$ cat config.mk
export PLATFORM = sky130hd
export DESIGN_NAME = md5_message_digest
export DESIGN_NICKNAME = d
export VERILOG_FILES = /design/src/sv/md5_pkg.sv /design/src/sv/md5_ram.sv /design/src/sv/md5_message_digest.sv
export SDC_FILE = /design/constraint.sdc
export NUM_CORES = 2
export LEC_CHECK = 0
export BUFFER_PORTS_ARGS = -buffer_cell sky130_fd_sc_hd__buf_2
export CAP_MARGIN = 20
export CORE_UTILIZATION = 40
export CTS_BUF_LIST = sky130_fd_sc_hd__clkbuf_8
export DETAILED_ROUTE_END_ITERATION = 6
export SETUP_SLACK_MARGIN = 0.4
export SYNTH_ARGS = -nofsm -noshare
export SYNTH_HDL_FRONTEND = slang
export SYNTH_SLANG_ARGS = --single-unit
$ cat constraint.sdc
create_clock -name clock -period 9.6 [get_ports clock]
set_input_delay 1.92 -clock clock [delete_from_list [all_inputs] [get_ports clock]]
set_output_delay 1.92 -clock clock [all_outputs]
set_load 0.02 [all_outputs]
$ cat src/sv/md5_pkg.sv
// ---------------------------------------------------------------------------
// md5_pkg
// Types, round tables and control program of the MD5 message digest block.
// ---------------------------------------------------------------------------
`default_nettype none

package md5_pkg;

   localparam int WORD_W      = 32;
   localparam int BLOCK_WORDS = 16;
   localparam int PC_W        = 5;

   typedef struct packed {
      logic [7:0] data_byte;
      logic       byte_present;
      logic       end_of_message;
   } req_type;

   typedef struct packed {
      logic [31:0] digest_word_a;
      logic [31:0] digest_word_b;
      logic [31:0] digest_word_c;
      logic [31:0] digest_word_d;
   } rsp_type;

   localparam logic [31:0] INIT_A = 32'h67452301;
   localparam logic [31:0] INIT_B = 32'hefcdab89;
   localparam logic [31:0] INIT_C = 32'h98badcfe;
   localparam logic [31:0] INIT_D = 32'h10325476;
   localparam logic [7:0]  PAD_MARK = 8'h80;

   localparam logic [3:0] LEN_LO_WORD = 4'd14;
   localparam logic [3:0] LEN_HI_WORD = 4'd15;
   localparam logic [5:0] FILL_LAST   = 6'd63;
   localparam logic [5:0] FILL_LEN    = 6'd56;
   localparam logic [5:0] FILL_PRELEN = 6'd55;
   localparam logic [5:0] ROUND_LAST  = 6'd63;

   // micro-operations
   localparam logic [3:0] OP_NOP      = 4'd0;
   localparam logic [3:0] OP_ACCEPT   = 4'd1;
   localparam logic [3:0] OP_PRIME    = 4'd2;
   localparam logic [3:0] OP_ROUND    = 4'd3;
   localparam logic [3:0] OP_ADD      = 4'd4;
   localparam logic [3:0] OP_PUT_MARK = 4'd5;
   localparam logic [3:0] OP_PUT_ZERO = 4'd6;
   localparam logic [3:0] OP_LEN_LO   = 4'd7;
   localparam logic [3:0] OP_LEN_HI   = 4'd8;
   localparam logic [3:0] OP_OUTPUT   = 4'd9;

   // jump conditions
   localparam logic [3:0] C_NEVER      = 4'd0;
   localparam logic [3:0] C_ALWAYS     = 4'd1;
   localparam logic [3:0] C_NOT_LAST   = 4'd2;
   localparam logic [3:0] C_FILL_NZ    = 4'd3;
   localparam logic [3:0] C_FILL_LE56  = 4'd4;
   localparam logic [3:0] C_FILL_EQ56  = 4'd5;
   localparam logic [3:0] C_FILL_NOT63 = 4'd6;
   localparam logic [3:0] C_FILL_NOT55 = 4'd7;
   localparam logic [3:0] C_ROUND_NOT63 = 4'd8;

   // program labels
   localparam logic [PC_W-1:0] L_IDLE    = 5'd0;
   localparam logic [PC_W-1:0] L_RND_A   = 5'd2;
   localparam logic [PC_W-1:0] L_PAD     = 5'd5;
   localparam logic [PC_W-1:0] L_RND_B   = 5'd8;
   localparam logic [PC_W-1:0] L_ZERO_B  = 5'd10;
   localparam logic [PC_W-1:0] L_ZERO_E  = 5'd11;
   localparam logic [PC_W-1:0] L_RND_C   = 5'd13;
   localparam logic [PC_W-1:0] L_ZFILL   = 5'd15;
   localparam logic [PC_W-1:0] L_ZLEN    = 5'd16;
   localparam logic [PC_W-1:0] L_LEN     = 5'd17;
   localparam logic [PC_W-1:0] L_RND_D   = 5'd20;

   typedef struct packed {
      logic [3:0]      op;
      logic [3:0]      cond;
      logic [PC_W-1:0] target;
   } ucode_type;

   function automatic ucode_type md5_ucode(input logic [PC_W-1:0] pc);
      ucode_type u;
      case (pc)
         5'd0:    u = '{OP_ACCEPT,   C_NEVER,       L_PAD};
         5'd1:    u = '{OP_PRIME,    C_NEVER,       L_IDLE};
         5'd2:    u = '{OP_ROUND,    C_ROUND_NOT63, L_RND_A};
         5'd3:    u = '{OP_ADD,      C_NEVER,       L_IDLE};
         5'd4:    u = '{OP_NOP,      C_NOT_LAST,    L_IDLE};
         5'd5:    u = '{OP_PUT_MARK, C_NEVER,       L_IDLE};
         5'd6:    u = '{OP_NOP,      C_FILL_NZ,     L_ZERO_B};
         5'd7:    u = '{OP_PRIME,    C_NEVER,       L_IDLE};
         5'd8:    u = '{OP_ROUND,    C_ROUND_NOT63, L_RND_B};
         5'd9:    u = '{OP_ADD,      C_NEVER,       L_IDLE};
         5'd10:   u = '{OP_NOP,      C_FILL_LE56,   L_ZFILL};
         5'd11:   u = '{OP_PUT_ZERO, C_FILL_NOT63,  L_ZERO_E};
         5'd12:   u = '{OP_PRIME,    C_NEVER,       L_IDLE};
         5'd13:   u = '{OP_ROUND,    C_ROUND_NOT63, L_RND_C};
         5'd14:   u = '{OP_ADD,      C_NEVER,       L_IDLE};
         5'd15:   u = '{OP_NOP,      C_FILL_EQ56,   L_LEN};
         5'd16:   u = '{OP_PUT_ZERO, C_FILL_NOT55,  L_ZLEN};
         5'd17:   u = '{OP_LEN_LO,   C_NEVER,       L_IDLE};
         5'd18:   u = '{OP_LEN_HI,   C_NEVER,       L_IDLE};
         5'd19:   u = '{OP_PRIME,    C_NEVER,       L_IDLE};
         5'd20:   u = '{OP_ROUND,    C_ROUND_NOT63, L_RND_D};
         5'd21:   u = '{OP_ADD,      C_NEVER,       L_IDLE};
         5'd22:   u = '{OP_OUTPUT,   C_ALWAYS,      L_IDLE};
         default: u = '{OP_NOP,      C_ALWAYS,      L_IDLE};
      endcase
      return u;
   endfunction

   localparam logic [31:0] SINE_K [64] = '{
      32'hd76aa478, 32'he8c7b756, 32'h242070db, 32'hc1bdceee,
      32'hf57c0faf, 32'h4787c62a, 32'ha8304613, 32'hfd469501,
      32'h698098d8, 32'h8b44f7af, 32'hffff5bb1, 32'h895cd7be,
      32'h6b901122, 32'hfd987193, 32'ha679438e, 32'h49b40821,
      32'hf61e2562, 32'hc040b340, 32'h265e5a51, 32'he9b6c7aa,
      32'hd62f105d, 32'h02441453, 32'hd8a1e681, 32'he7d3fbc8,
      32'h21e1cde6, 32'hc33707d6, 32'hf4d50d87, 32'h455a14ed,
      32'ha9e3e905, 32'hfcefa3f8, 32'h676f02d9, 32'h8d2a4c8a,
      32'hfffa3942, 32'h8771f681, 32'h6d9d6122, 32'hfde5380c,
      32'ha4beea44, 32'h4bdecfa9, 32'hf6bb4b60, 32'hbebfbc70,
      32'h289b7ec6, 32'heaa127fa, 32'hd4ef3085, 32'h04881d05,
      32'hd9d4d039, 32'he6db99e5, 32'h1fa27cf8, 32'hc4ac5665,
      32'hf4292244, 32'h432aff97, 32'hab9423a7, 32'hfc93a039,
      32'h655b59c3, 32'h8f0ccc92, 32'hffeff47d, 32'h85845dd1,
      32'h6fa87e4f, 32'hfe2ce6e0, 32'ha3014314, 32'h4e0811a1,
      32'hf7537e82, 32'hbd3af235, 32'h2ad7d2bb, 32'heb86d391
   };

   function automatic logic [3:0] md5_word_idx(input logic [5:0] r);
      logic [3:0] i;
      logic [3:0] idx;
      i = r[3:0];
      case (r[5:4])
         2'd0:    idx = i;
         2'd1:    idx = i * 4'd5 + 4'd1;
         2'd2:    idx = i * 4'd3 + 4'd5;
         default: idx = i * 4'd7;
      endcase
      return idx;
   endfunction

   function automatic logic [4:0] md5_shift(input logic [5:0] r);
      logic [4:0] s;
      case ({r[5:4], r[1:0]})
         4'd0:    s = 5'd7;
         4'd1:    s = 5'd12;
         4'd2:    s = 5'd17;
         4'd3:    s = 5'd22;
         4'd4:    s = 5'd5;
         4'd5:    s = 5'd9;
         4'd6:    s = 5'd14;
         4'd7:    s = 5'd20;
         4'd8:    s = 5'd4;
         4'd9:    s = 5'd11;
         4'd10:   s = 5'd16;
         4'd11:   s = 5'd23;
         4'd12:   s = 5'd6;
         4'd13:   s = 5'd10;
         4'd14:   s = 5'd15;
         default: s = 5'd21;
      endcase
      return s;
   endfunction

   function automatic logic [31:0] md5_mix(input logic [1:0] grp, input logic [31:0] b,
                                           input logic [31:0] c, input logic [31:0] d);
      logic [31:0] f;
      case (grp)
         2'd0:    f = (b & c) | (~b & d);
         2'd1:    f = (b & d) | (c & ~d);
         2'd2:    f = b ^ c ^ d;
         default: f = c ^ (b | ~d);
      endcase
      return f;
   endfunction

   function automatic logic [31:0] md5_rotl(input logic [31:0] v, input logic [4:0] n);
      logic [63:0] w;
      w = {v, v} << n;
      return w[63:32];
   endfunction

endpackage

`default_nettype wire

$ cat src/sv/md5_ram.sv
// ---------------------------------------------------------------------------
// md5_ram
// Generic single-write, single-read RAM with registered read data.
// ---------------------------------------------------------------------------
`default_nettype none

module md5_ram #(
   parameter int WIDTH = 32,
   parameter int DEPTH = 16
) (
   input  wire logic                     clock,
   input  wire logic                     wr_en,
   input  wire logic [$clog2(DEPTH)-1:0] wr_addr,
   input  wire logic [WIDTH-1:0]         wr_data,
   input  wire logic [$clog2(DEPTH)-1:0] rd_addr,
   output logic      [WIDTH-1:0]         rd_data
);

   logic [WIDTH-1:0] mem_ff [DEPTH];
   logic [WIDTH-1:0] rd_data_ff;

   always_ff @(posedge clock) begin
      if (wr_en) begin
         mem_ff[wr_addr] <= wr_data;
      end
      rd_data_ff <= mem_ff[rd_addr];
   end

   assign rd_data = rd_data_ff;

endmodule

`default_nettype wire

$ cat src/sv/md5_message_digest.sv
// ---------------------------------------------------------------------------
// md5_message_digest
// Byte-serial MD5 digest: packs bytes into a block, runs the compression
// under a microcoded sequencer and pads the final block(s).
// ---------------------------------------------------------------------------
//  channel  | dir | payload              | handshake
//  req_     | in  | md5_pkg::req_type    | req_valid / req_stall
//  rsp_     | out | md5_pkg::rsp_type    | rsp_valid / rsp_stall
//
//  A byte is taken while req_stall is low; a byte that completes a block
//  is followed by prime, 64 rounds, chaining add and end test in the datapath.
//  End of message: padding, length words and one or two compressions.
//  Synchronous reset sets the chaining words and counters; no clearing pass.
//  The digest waits in an output register while rsp_stall is high; a
//  second digest waits for that register to empty.
// ---------------------------------------------------------------------------
`default_nettype none

module md5_message_digest (
   input  wire logic             clock,
   input  wire logic             reset,
   input  wire logic             req_valid,
   output logic                  req_stall,
   input  wire md5_pkg::req_type req_data,
   output logic                  rsp_valid,
   input  wire logic             rsp_stall,
   output md5_pkg::rsp_type      rsp_data
);

   md5_pkg::ucode_type          uc;
   logic [md5_pkg::PC_W-1:0]    pc_ff, pc_in;
   logic [5:0]                  fill_ff, fill_in;
   logic [5:0]                  round_ff, round_in;
   logic [63:0]                 bits_ff, bits_in;
   logic                        last_ff, last_in;
   logic [31:0]                 ch_a_ff, ch_b_ff, ch_c_ff, ch_d_ff;
   logic [31:0]                 ch_a_in, ch_b_in, ch_c_in, ch_d_in;
   logic [31:0]                 wa_ff, wb_ff, wc_ff, wd_ff;
   logic [31:0]                 wa_in, wb_in, wc_in, wd_in;
   logic [31:0]                 asm_ff, asm_in;
   logic                        rsp_valid_ff, rsp_valid_in;
   md5_pkg::rsp_type            rsp_data_ff, rsp_data_in;

   logic                        accepted, cond_true, out_load;
   logic                        put_en;
   logic [7:0]                  put_val;
   logic                        wr_en;
   logic [3:0]                  wr_addr, rd_addr;
   logic [31:0]                 wr_data, rd_data;
   logic [31:0]                 t_sum, b_new;

   md5_ram #(
      .WIDTH (md5_pkg::WORD_W),
      .DEPTH (md5_pkg::BLOCK_WORDS)
   ) u_block (
      .clock   (clock),
      .wr_en   (wr_en),
      .wr_addr (wr_addr),
      .wr_data (wr_data),
      .rd_addr (rd_addr),
      .rd_data (rd_data)
   );

   always_comb begin
      uc = md5_pkg::md5_ucode(pc_ff);
      req_stall = (uc.op != md5_pkg::OP_ACCEPT);
      accepted  = req_valid && !req_stall;
      out_load  = (uc.op == md5_pkg::OP_OUTPUT) && !(rsp_valid_ff && rsp_stall);

      case (uc.cond)
         md5_pkg::C_ALWAYS:      cond_true = 1'b1;
         md5_pkg::C_NOT_LAST:    cond_true = !last_ff;
         md5_pkg::C_FILL_NZ:     cond_true = (fill_ff != 6'd0);
         md5_pkg::C_FILL_LE56:   cond_true = (fill_ff <= md5_pkg::FILL_LEN);
         md5_pkg::C_FILL_EQ56:   cond_true = (fill_ff == md5_pkg::FILL_LEN);
         md5_pkg::C_FILL_NOT63:  cond_true = (fill_ff != md5_pkg::FILL_LAST);
         md5_pkg::C_FILL_NOT55:  cond_true = (fill_ff != md5_pkg::FILL_PRELEN);
         md5_pkg::C_ROUND_NOT63: cond_true = (round_ff != md5_pkg::ROUND_LAST);
         default:                cond_true = 1'b0;
      endcase

      case (uc.op)
         md5_pkg::OP_ACCEPT: begin
            if (!accepted) begin
               pc_in = pc_ff;
            end else if (req_data.byte_present && fill_ff == md5_pkg::FILL_LAST) begin
               pc_in = pc_ff + 5'd1;
            end else if (req_data.end_of_message) begin
               pc_in = uc.target;
            end else begin
               pc_in = pc_ff;
            end
         end
         md5_pkg::OP_OUTPUT: begin
            pc_in = out_load ? uc.target : pc_ff;
         end
         default: begin
            pc_in = cond_true ? uc.target : pc_ff + 5'd1;
         end
      endcase

      // byte packing
      put_en  = (accepted && req_data.byte_present)
                || uc.op == md5_pkg::OP_PUT_MARK || uc.op == md5_pkg::OP_PUT_ZERO;
      case (uc.op)
         md5_pkg::OP_ACCEPT:   put_val = req_data.data_byte;
         md5_pkg::OP_PUT_MARK: put_val = md5_pkg::PAD_MARK;
         default:              put_val = 8'd0;
      endcase
      if (fill_ff[1:0] == 2'b00) begin
         asm_in = {24'd0, put_val};
      end else begin
         asm_in = asm_ff | ({24'd0, put_val} << {fill_ff[1:0], 3'b000});
      end
      if (!put_en) begin
         asm_in = asm_ff;
      end

      wr_en   = (put_en && fill_ff[1:0] == 2'b11)
                || uc.op == md5_pkg::OP_LEN_LO || uc.op == md5_pkg::OP_LEN_HI;
      case (uc.op)
         md5_pkg::OP_LEN_LO: begin
            wr_addr = md5_pkg::LEN_LO_WORD;
            wr_data = bits_ff[31:0];
         end
         md5_pkg::OP_LEN_HI: begin
            wr_addr = md5_pkg::LEN_HI_WORD;
            wr_data = bits_ff[63:32];
         end
         default: begin
            wr_addr = fill_ff[5:2];
            wr_data = asm_in;
         end
      endcase

      fill_in = fill_ff;
      if (put_en) begin
         fill_in = fill_ff + 6'd1;
      end else if (uc.op == md5_pkg::OP_LEN_HI) begin
         fill_in = 6'd0;
      end

      bits_in = bits_ff;
      last_in = last_ff;
      if (accepted) begin
         last_in = req_data.end_of_message;
         if (req_data.byte_present) begin
            bits_in = bits_ff + 64'd8;
         end
      end

      // compression round
      rd_addr  = (uc.op == md5_pkg::OP_PRIME) ? md5_pkg::md5_word_idx(6'd0)
                                              : md5_pkg::md5_word_idx(round_ff + 6'd1);
      t_sum    = wa_ff + md5_pkg::md5_mix(round_ff[5:4], wb_ff, wc_ff, wd_ff)
                 + md5_pkg::SINE_K[round_ff] + rd_data;
      b_new    = wb_ff + md5_pkg::md5_rotl(t_sum, md5_pkg::md5_shift(round_ff));
      round_in = round_ff;
      wa_in = wa_ff;
      wb_in = wb_ff;
      wc_in = wc_ff;
      wd_in = wd_ff;
      ch_a_in = ch_a_ff;
      ch_b_in = ch_b_ff;
      ch_c_in = ch_c_ff;
      ch_d_in = ch_d_ff;
      case (uc.op)
         md5_pkg::OP_PRIME: begin
            round_in = 6'd0;
            wa_in = ch_a_ff;
            wb_in = ch_b_ff;
            wc_in = ch_c_ff;
            wd_in = ch_d_ff;
         end
         md5_pkg::OP_ROUND: begin
            round_in = round_ff + 6'd1;
            wa_in = wd_ff;
            wd_in = wc_ff;
            wc_in = wb_ff;
            wb_in = b_new;
         end
         md5_pkg::OP_ADD: begin
            ch_a_in = ch_a_ff + wa_ff;
            ch_b_in = ch_b_ff + wb_ff;
            ch_c_in = ch_c_ff + wc_ff;
            ch_d_in = ch_d_ff + wd_ff;
         end
         default: begin
         end
      endcase

      // result register; chaining state restarts for the next message
      rsp_data_in  = rsp_data_ff;
      rsp_valid_in = rsp_valid_ff && rsp_stall;
      if (out_load) begin
         rsp_valid_in = 1'b1;
         rsp_data_in  = '{ch_a_ff, ch_b_ff, ch_c_ff, ch_d_ff};
         ch_a_in = md5_pkg::INIT_A;
         ch_b_in = md5_pkg::INIT_B;
         ch_c_in = md5_pkg::INIT_C;
         ch_d_in = md5_pkg::INIT_D;
         bits_in = 64'd0;
         fill_in = 6'd0;
      end
   end

   always_ff @(posedge clock) begin
      if (reset) begin
         pc_ff        <= md5_pkg::L_IDLE;
         fill_ff      <= 6'd0;
         round_ff     <= 6'd0;
         bits_ff      <= 64'd0;
         last_ff      <= 1'b0;
         ch_a_ff      <= md5_pkg::INIT_A;
         ch_b_ff      <= md5_pkg::INIT_B;
         ch_c_ff      <= md5_pkg::INIT_C;
         ch_d_ff      <= md5_pkg::INIT_D;
         rsp_valid_ff <= 1'b0;
      end else begin
         pc_ff        <= pc_in;
         fill_ff      <= fill_in;
         round_ff     <= round_in;
         bits_ff      <= bits_in;
         last_ff      <= last_in;
         ch_a_ff      <= ch_a_in;
         ch_b_ff      <= ch_b_in;
         ch_c_ff      <= ch_c_in;
         ch_d_ff      <= ch_d_in;
         rsp_valid_ff <= rsp_valid_in;
      end
   end

   always_ff @(posedge clock) begin
      wa_ff       <= wa_in;
      wb_ff       <= wb_in;
      wc_ff       <= wc_in;
      wd_ff       <= wd_in;
      asm_ff      <= asm_in;
      rsp_data_ff <= rsp_data_in;
   end

   assign rsp_valid = rsp_valid_ff;
   assign rsp_data  = rsp_data_ff;

endmodule

`default_nettype wire

# [Yosys cells after proc, flatten, opt, wreduce, memory -nomap -nowiden]
# Memory sizes are Yosys's and may differ from the RTL's. A register that Yosys moved wholly into a read port is not among the register bits.
# Index checks and enable logic that the tools add are counted.
# W data, S select, Z words.
[op_classes] n_lt_le_gt_ge=2 n_shift=2 muxes=31 bitwise_logic=14 reduce_logical=22 eq_ne=31 mul=3 addsub=14
[op_table] op="$pmux W32 S2" n=5
[op_table] op="$add A32 B32 Y32" n=8
[op_table] op="$and A32 B32 Y32" n=4
[op_table] op="$mux W32" n=4
[op_table] op="$or A32 B32 Y32" n=4
[op_table] op="$pmux W32 S3" n=1
[op_table] op="$xor A32 B32 Y32" n=3
[op_table] op="$add A64 B4 Y64 const B" n=1
[op_table] op="$not A32 Y32" n=2
[op_table] op="$shl A64 B5 Y64" n=1
[op_table] op="$mux W5" n=7
[op_table] op="$eq A4 B3 Y1 const B" n=8
[op_table] op="$shl A8 B5 Y32" n=1
[op_table] op="$ne A6 B6 Y1 const B" n=3
[op_table] op="$eq A4 B2 Y1 const B" n=4
[op_table] op="$pmux W8 S2" n=1
[op_table] op="$add A6 B1 Y6 const B" n=2
[op_table] op="$eq A4 B4 Y1 const B" n=3
[op_table] op="$eq A6 B6 Y1 const B" n=2
[op_table] op="$mux W4" n=3
[op_table] op="$mux W6" n=2
[op_table] op="$pmux W4 S3" n=1
[op_table] op="$pmux W6 S2" n=1
[op_table] op="$pmux W5 S2" n=1
[op_table] op="other kinds (26)" n=47
[totals] output_inout_bits=130 regBits=499 input_bits=14 mem_bits_ro=2544 word_cells=142 mem_bits_rw=512 n_memories=4
[memory_table] name="(name not given)" depth=64 word_bits=32 read_ports=1 rd_clocked_by_memory_dff=0 wr=0 line_no="md5_message_digest.sv:156" text="+ md5_pkg::SINE_K[round_ff] + rd_data;"
[memory_table] name="u_block.mem_ff" depth=16 word_bits=32 read_ports=1 rd_clocked_by_memory_dff=1 wr=1 line_no="md5_ram.sv:19" text="logic [WIDTH-1:0] mem_ff [DEPTH];"
[memory_table] name="(name not given)" depth=32 word_bits=13 read_ports=1 rd_clocked_by_memory_dff=1 wr=0 line_no="md5_pkg.sv:83" text="case (pc)"
[memory_table] name="(name not given)" depth=16 word_bits=5 read_ports=1 rd_clocked_by_memory_dff=1 wr=0 line_no="md5_pkg.sv:146" text="case ({r[5:4], r[1:0]})"

# [Longest topological paths before layout]
[depth] word_depth=11 mapped_depth=45 mapped_depth_nobuf=40

# [Cells and area by module]
# Synthesis repeated with hierarchy kept, for this count alone.
[unflattened] hier_cells=5333 area_unflattened_um2=57581.5
[modules_own_cells] mod="md5_message_digest" instances=1 cells_each=4495 seq_area_each_um2=12852.3 area_per_inst_um2=37727.4
[modules_own_cells] mod="md5_ram" instances=1 cells_each=838 seq_area_each_um2=16015.4 area_per_inst_um2=19854.0

# [Worst setup path after synthesis]
# OpenSTA, ideal clock, no wires.
[synth_timing] kind="register to register" from="register round_ff[0]" to="register wb_ff[30], data pin" path_buffers=5 slack_ns=-0.294 t_required_ns=9.343 t_arrival_ns=9.637 setup_time_ns=0.257 period_less_slack_ns=9.894 path_stages_with_launch=43 path_cell_list="dfxtp_1 -> clkbuf_1 -> inv_1 -> clkbuf_1 -> ha_1 -> clkbuf_1 -> clkbuf_1 -> nor2_1 -> a21oi_1 -> nor2_1 -> a221oi_1 -> mux4_2 -> fa_1 -> inv_1 -> fa_1 -> inv_1 -> ha_1 -> clkbuf_1 -> [... 7 more ...] -> mux4_2 -> mux2_2 -> mux2i_1 -> mux2i_1 -> ha_1 -> fa_1 -> a21o_1 -> a21o_1 -> a2111oi_1 -> o21ai_0 -> a21oi_1 -> o31ai_1 -> a31oi_1 -> o31ai_1 -> a31o_2 -> a41oi_1 -> mux2i_1 -> nand2_1"
[synth_between] elab_chain_cells=9
[synth_lines] item="start: declaration" line_no="md5_message_digest.sv:33" text="logic [5:0] round_ff, round_in;"
[synth_lines] item="start signal: assignment" line_no="md5_message_digest.sv:222" text="round_ff <= round_in;"
[synth_lines] item="$not A6 Y7 (not written as such)" line_no="md5_message_digest.sv:156"
[synth_lines] item="$mem_v2 Z64 W32"
[synth_lines] item="$mux W32 (not written as such) (2 in a row)" line_no="md5_message_digest.sv:156"
[synth_lines] item="$add A32 B32 Y32 (2 in a row)" line_no="md5_message_digest.sv:156"
[synth_lines] item="$shl A64 B5 Y64" line_no="md5_pkg.sv:181" text="w = {v, v} << n;"
[synth_lines] item="$add A32 B32 Y32" line_no="md5_message_digest.sv:157" text="b_new = wb_ff + md5_pkg::md5_rotl(t_sum, md5_pkg::md5_shift(round_ff));"
[synth_lines] item="$pmux W32 S2" line_no="md5_message_digest.sv:167" text="case (uc.op)"
[synth_lines] item="via wb_in[30]" line_no="md5_message_digest.sv:39" text="logic [31:0] wa_in, wb_in, wc_in, wd_in;"
[synth_lines] item="end signal: assignment" line_no="md5_message_digest.sv:235" text="wb_ff <= wb_in;"
[synth_lines] item="end: declaration" line_no="md5_message_digest.sv:38" text="logic [31:0] wa_ff, wb_ff, wc_ff, wd_ff;"
# The timed path passes the listed nets, and every way through them passes these cells. The select of a mux whose other input is x is not followed.
# A chain may end at the register's enable or synchronous reset.

# [Final worst setup path]
[layout_timing] from="register round_ff[1]" to="register wb_ff[31], data pin"
# The elaborated chain is that of the path after synthesis.

==> run summary <==
The flow ran to the end, and the final reports show no timing, DRC or antenna violations. Detailed placement ended at an HPWL of 133000 microns. The global routing usage summed across all routing layers is 0.256, and the depth of the CTS H-tree is 4. After global routing the overflow that remains totals 0. The transition time of the tightest slew-check pin is 1.08 ns. Once placement completed, the tool counted placed cells totaling 8058.

The highest cell delay on the worst timing path is 0.50 ns. The die area was 148000 sq um; the largest fanout on the critical path was 7. By area the synthesized netlist is led by edfxtp_1, dfxtp_1, nand2_1. The worst setup path is captured at a register.

Minimum clock period after layout: 8.86 ns. Based on the critical path, the design can be clocked at up to 113 MHz. The flop-to-flop setup slack was 0.74 ns; the endpoint arrival time on the critical path was 9.49 ns. The wire length of the first global-routing pass is 286000 microns, and the total of max-cap violations is 0. Dominant cell type by count on the critical path: buf_4.

Clock-pin slew was measured on the worst setup and hold paths at 0.05 ns. The layout cell share with drive strength beyond 1 was 0.147. Portion of synthesized cell area occupied by the leading cell type: 0.393. TritonCTS built the clock tree. In this run the mean area of a mapped cell was 9.75 sq um.

The cell area after synthesis is 58700 sq um, and the average via count per standard cell is 5.71. The fraction of synthesis flops using an asynchronous set or reset pin is 0. The number of cells traversed by the worst hold path works out to 2. The worst-case headroom to the max-slew limit is 0.278, and the number of top-level pins is 144.

The portion of the post-synthesis area used by sequential elements came out at 0.492. The run gives 0.0444 ns as the final worst clock skew. Dividing the detail-routed wire length by the instance count gives 23.1 microns.

The hold buffer count at CTS is 0. On the critical path the largest part of the delay comes from compound AO/OA/AOI/OAI gates. The vertical extent of the die came out at 385 microns. Setup repair after global routing left no endpoint under its margin. During synthesis, Yosys emitted a total of 0 warnings.

The run gives 6 as the number of antenna violations at the first check in global routing. The clock passes through at most 3 buffers. Leaving out filler cells and counting taps, the final layout contains 8401. The area inside the core boundary was 146000 sq um; the via count of the first global-routing pass was 45000. After layout, the worst setup slack is 0.736 ns. Yosys mapped the design onto 93 distinct sky130hd cell types. The number of cells on the worst reg-to-reg path is 43. The startpoint identified for the worst register-to-register timing path is round_ff[1]$_SDFFE_PP0N_.

Summed over all layers, the routed wires come to 194000 microns. The largest individual stage delay along the critical path comes from the cell fa_1. The number of hold violations in the final report was 0.

The count of buffering cells on the critical path with inverters included was 9. The worst register-to-register path ends at wb_ff[31]$_DFFE_PN_. The number of slew-limit violations in the final report is 0, and the pin count of the biggest net entering global routing is 184. The detailed router finished its first iteration with 4445 violations.

The flop and latch count out of synthesis was 1058. Summing all placed instances gives a cell area of 63400 sq um. The type of the worst setup path is reg -> reg. For this run, design rule violations remaining after detail routing come to 0. Setup violations remaining at the end of the flow were counted as 0. The die span in x is 385 microns, and the number of standard cells after synthesis is 6021. The most critical setup path has its startpoint at round_ff[1]$_SDFFE_PP0N_. Fill cells in the final layout number 13700. The most used flip-flop cell after synthesis is edfxtp_1.

The setup slack at placement was 0.0342 ns. After routing the design area is 67600 sq um. The layout net count is 6649, and the count of port buffers added during placement is 143. The tools report the accumulated negative setup slack as 0 ns. Critical path startpoint category: a register. For the worst setup path, the data required time is 10.22 ns. Clock latency on the worst-skew pair, taken at its later pin, is 0.93 ns.

The last weighted congestion value of the routability-driven placer is 0.983. The number of iterations in the first detailed-routing pass was 7; the total nets after synthesis was 6337. Counting the buffers created by CTS gives 176.

Summing over every cut layer, the via total after detailed routing is 48000. The starting density of the core was 0.403. The origin of the worst min-delay path is asm_ff[15]$_DFF_P_. In this run the worst hold path is classified as reg -> reg. The terminating pin of the worst hold path is asm_ff[15]$_DFF_P_. The cell taking the most area after synthesis is edfxtp_1. The logs give 0 for the residual antenna-violating net count after detailed routing and 140 for the number of placement rows. The area growth from synthesis to layout is 15.2%. Root buffer cell: clkbuf_8. The total number of clock tree sinks was 1058; the final clock period utilization by the worst path was 0.923.

Yosys mapped a number of flops with a built-in enable equal to 768.
## cell type report
| type | instances | area [sq um] | area share |
|---|---|---|---|
| multi-input cells | 4368 | 28300 | 0.419 |
| well taps | 1917 | 2400 | 0.0355 |
| inverters | 241 | 910 | 0.0134 |
| clock buffers | 194 | 2670 | 0.0395 |
| diodes | 3 | 7.51 | 0.000111 |
| clock inverters | 132 | 896 | 0.0132 |
| flip-flops and latches | 1058 | 28900 | 0.427 |
| repair buffers | 488 | 3520 | 0.0521 |
## worst reg2reg max path: cells and delay by family (launching register included)
kind,cells,cell delay (ns)
AOI/OAI and AO/OA,18,3.10
xor gates and xnor gates,3,0.51
adders and majority gates,7,2.17
buffers and inverters,9,1.23
DFF,1,0.31
muxes,4,1.11
and+or+nand+nor,2,0.14
## Yosys cell counts, drive strengths merged (32+ instances only)
library cell and number:
a311oi 73, nand4 32, nand2 1078, nor2b 36, or3 34, a21oi 467, a21o 76, mux2i 80
clkbuf 295, edfxtp 768, buf 59, o21ai 311, xnor2 119, xor2 133, and2 144, and3 42
ha 234, nor3 144, fa 68, dfxtp 290, o211ai 62, a31oi 155, nand2b 43, nor2 358
inv 241, nor3b 37, a211oi 198, nand3 107
## cells in the final DEF (no fill, tap or decap), drive strengths merged, types with 36 or more instances in the layout
master  instances
nand2        1078
edfxtp        768
buf           487
a21oi         467
nor2          358
inv           313
o21ai         311
dfxtp         290
ha            234
a211oi        198
clkbuf        195
a31oi         155
nor3          144
and2          144
xor2          133
xnor2         119
nand3         107
mux2i          80
a21o           76
a311oi         73
fa             68
o211ai         62
clkinv         50
nand2b         43
and3           42
nor3b          37
nor2b          36
## cells by family (layout without fill, tap and decap cells)
family                     after synthesis  in the layout  synth area share
buffers and inverters                  595           1055            0.0384
adders and majority gates              303            303            0.0732
DFF                                   1058           1058             0.492
xor gates and xnor gates               252            252            0.0376
other                                    0              3                 0
AOI/OAI and AO/OA                     1574           1574             0.171
muxes                                  126            126            0.0269
and+or+nand+nor                       2113           2113             0.161
## worst max path at each step
| stage | to | slack, ns | cells past startpoint |
|---|---|---|---|
| 6_report | wb_ff[31]$_DFFE_PN_ | 0.74 | 43 |
| 5_1_grt | wb_ff[24]$_DFFE_PN_ | 0.35 | 40 |
| 4_1_cts | wb_ff[30]$_DFFE_PN_ | 0.37 | 42 |
| 3_5_place_dp | wb_ff[30]$_DFFE_PN_ | 0.03 | 41 |
| 3_3_place_gp | wb_ff[30]$_DFFE_PN_ | 0.04 | 41 |
| 2_1_floorplan | wb_ff[30]$_DFFE_PN_ | 0.31 | 40 |
## flip-flops by register name, summed over array words and instances (netlist names), 32 cells and up, named ones only
register,count
u_block.rd_data,32
ch_c_ff,32
asm_ff,32
u_block.mem_ff,512
wa_ff,32
ch_b_ff,32
wb_ff,32
ch_a_ff,32
rsp_data,128
bits_ff,61
wd_ff,32
wc_ff,32
ch_d_ff,32
## metal layers
metal | vias up | global-route usage | wire [microns]
li1 | 22500 | - | -
met1 | 23300 | 0.334 | 81500
met2 | 1779 | 0.419 | 91200
met3 | 415 | 0.0320 | 11500
met4 | 4 | 0.128 | 9550
met5 | - | 0 | 17
## metrics by stage
step | hold WS [ns] | utilization
after detailed placement | 0.442 | 0.435
after global placement | 0.435 | 0.435
after global routing | 0.473 | 0.465
after CTS | 0.457 | 0.460
final | 0.454 | 0.465
after floorplan | 0.417 | -
## repair_timing
item	in CTS	in global routing
resized for setup	15	126
pin swaps	4	36
setup endpoints to repair	7	13
gates cloned	0	1
setup buffers	2	11
Power is not shown: default switching activity piles up to over one toggle a cycle in this logic, so the estimate is an artifact.
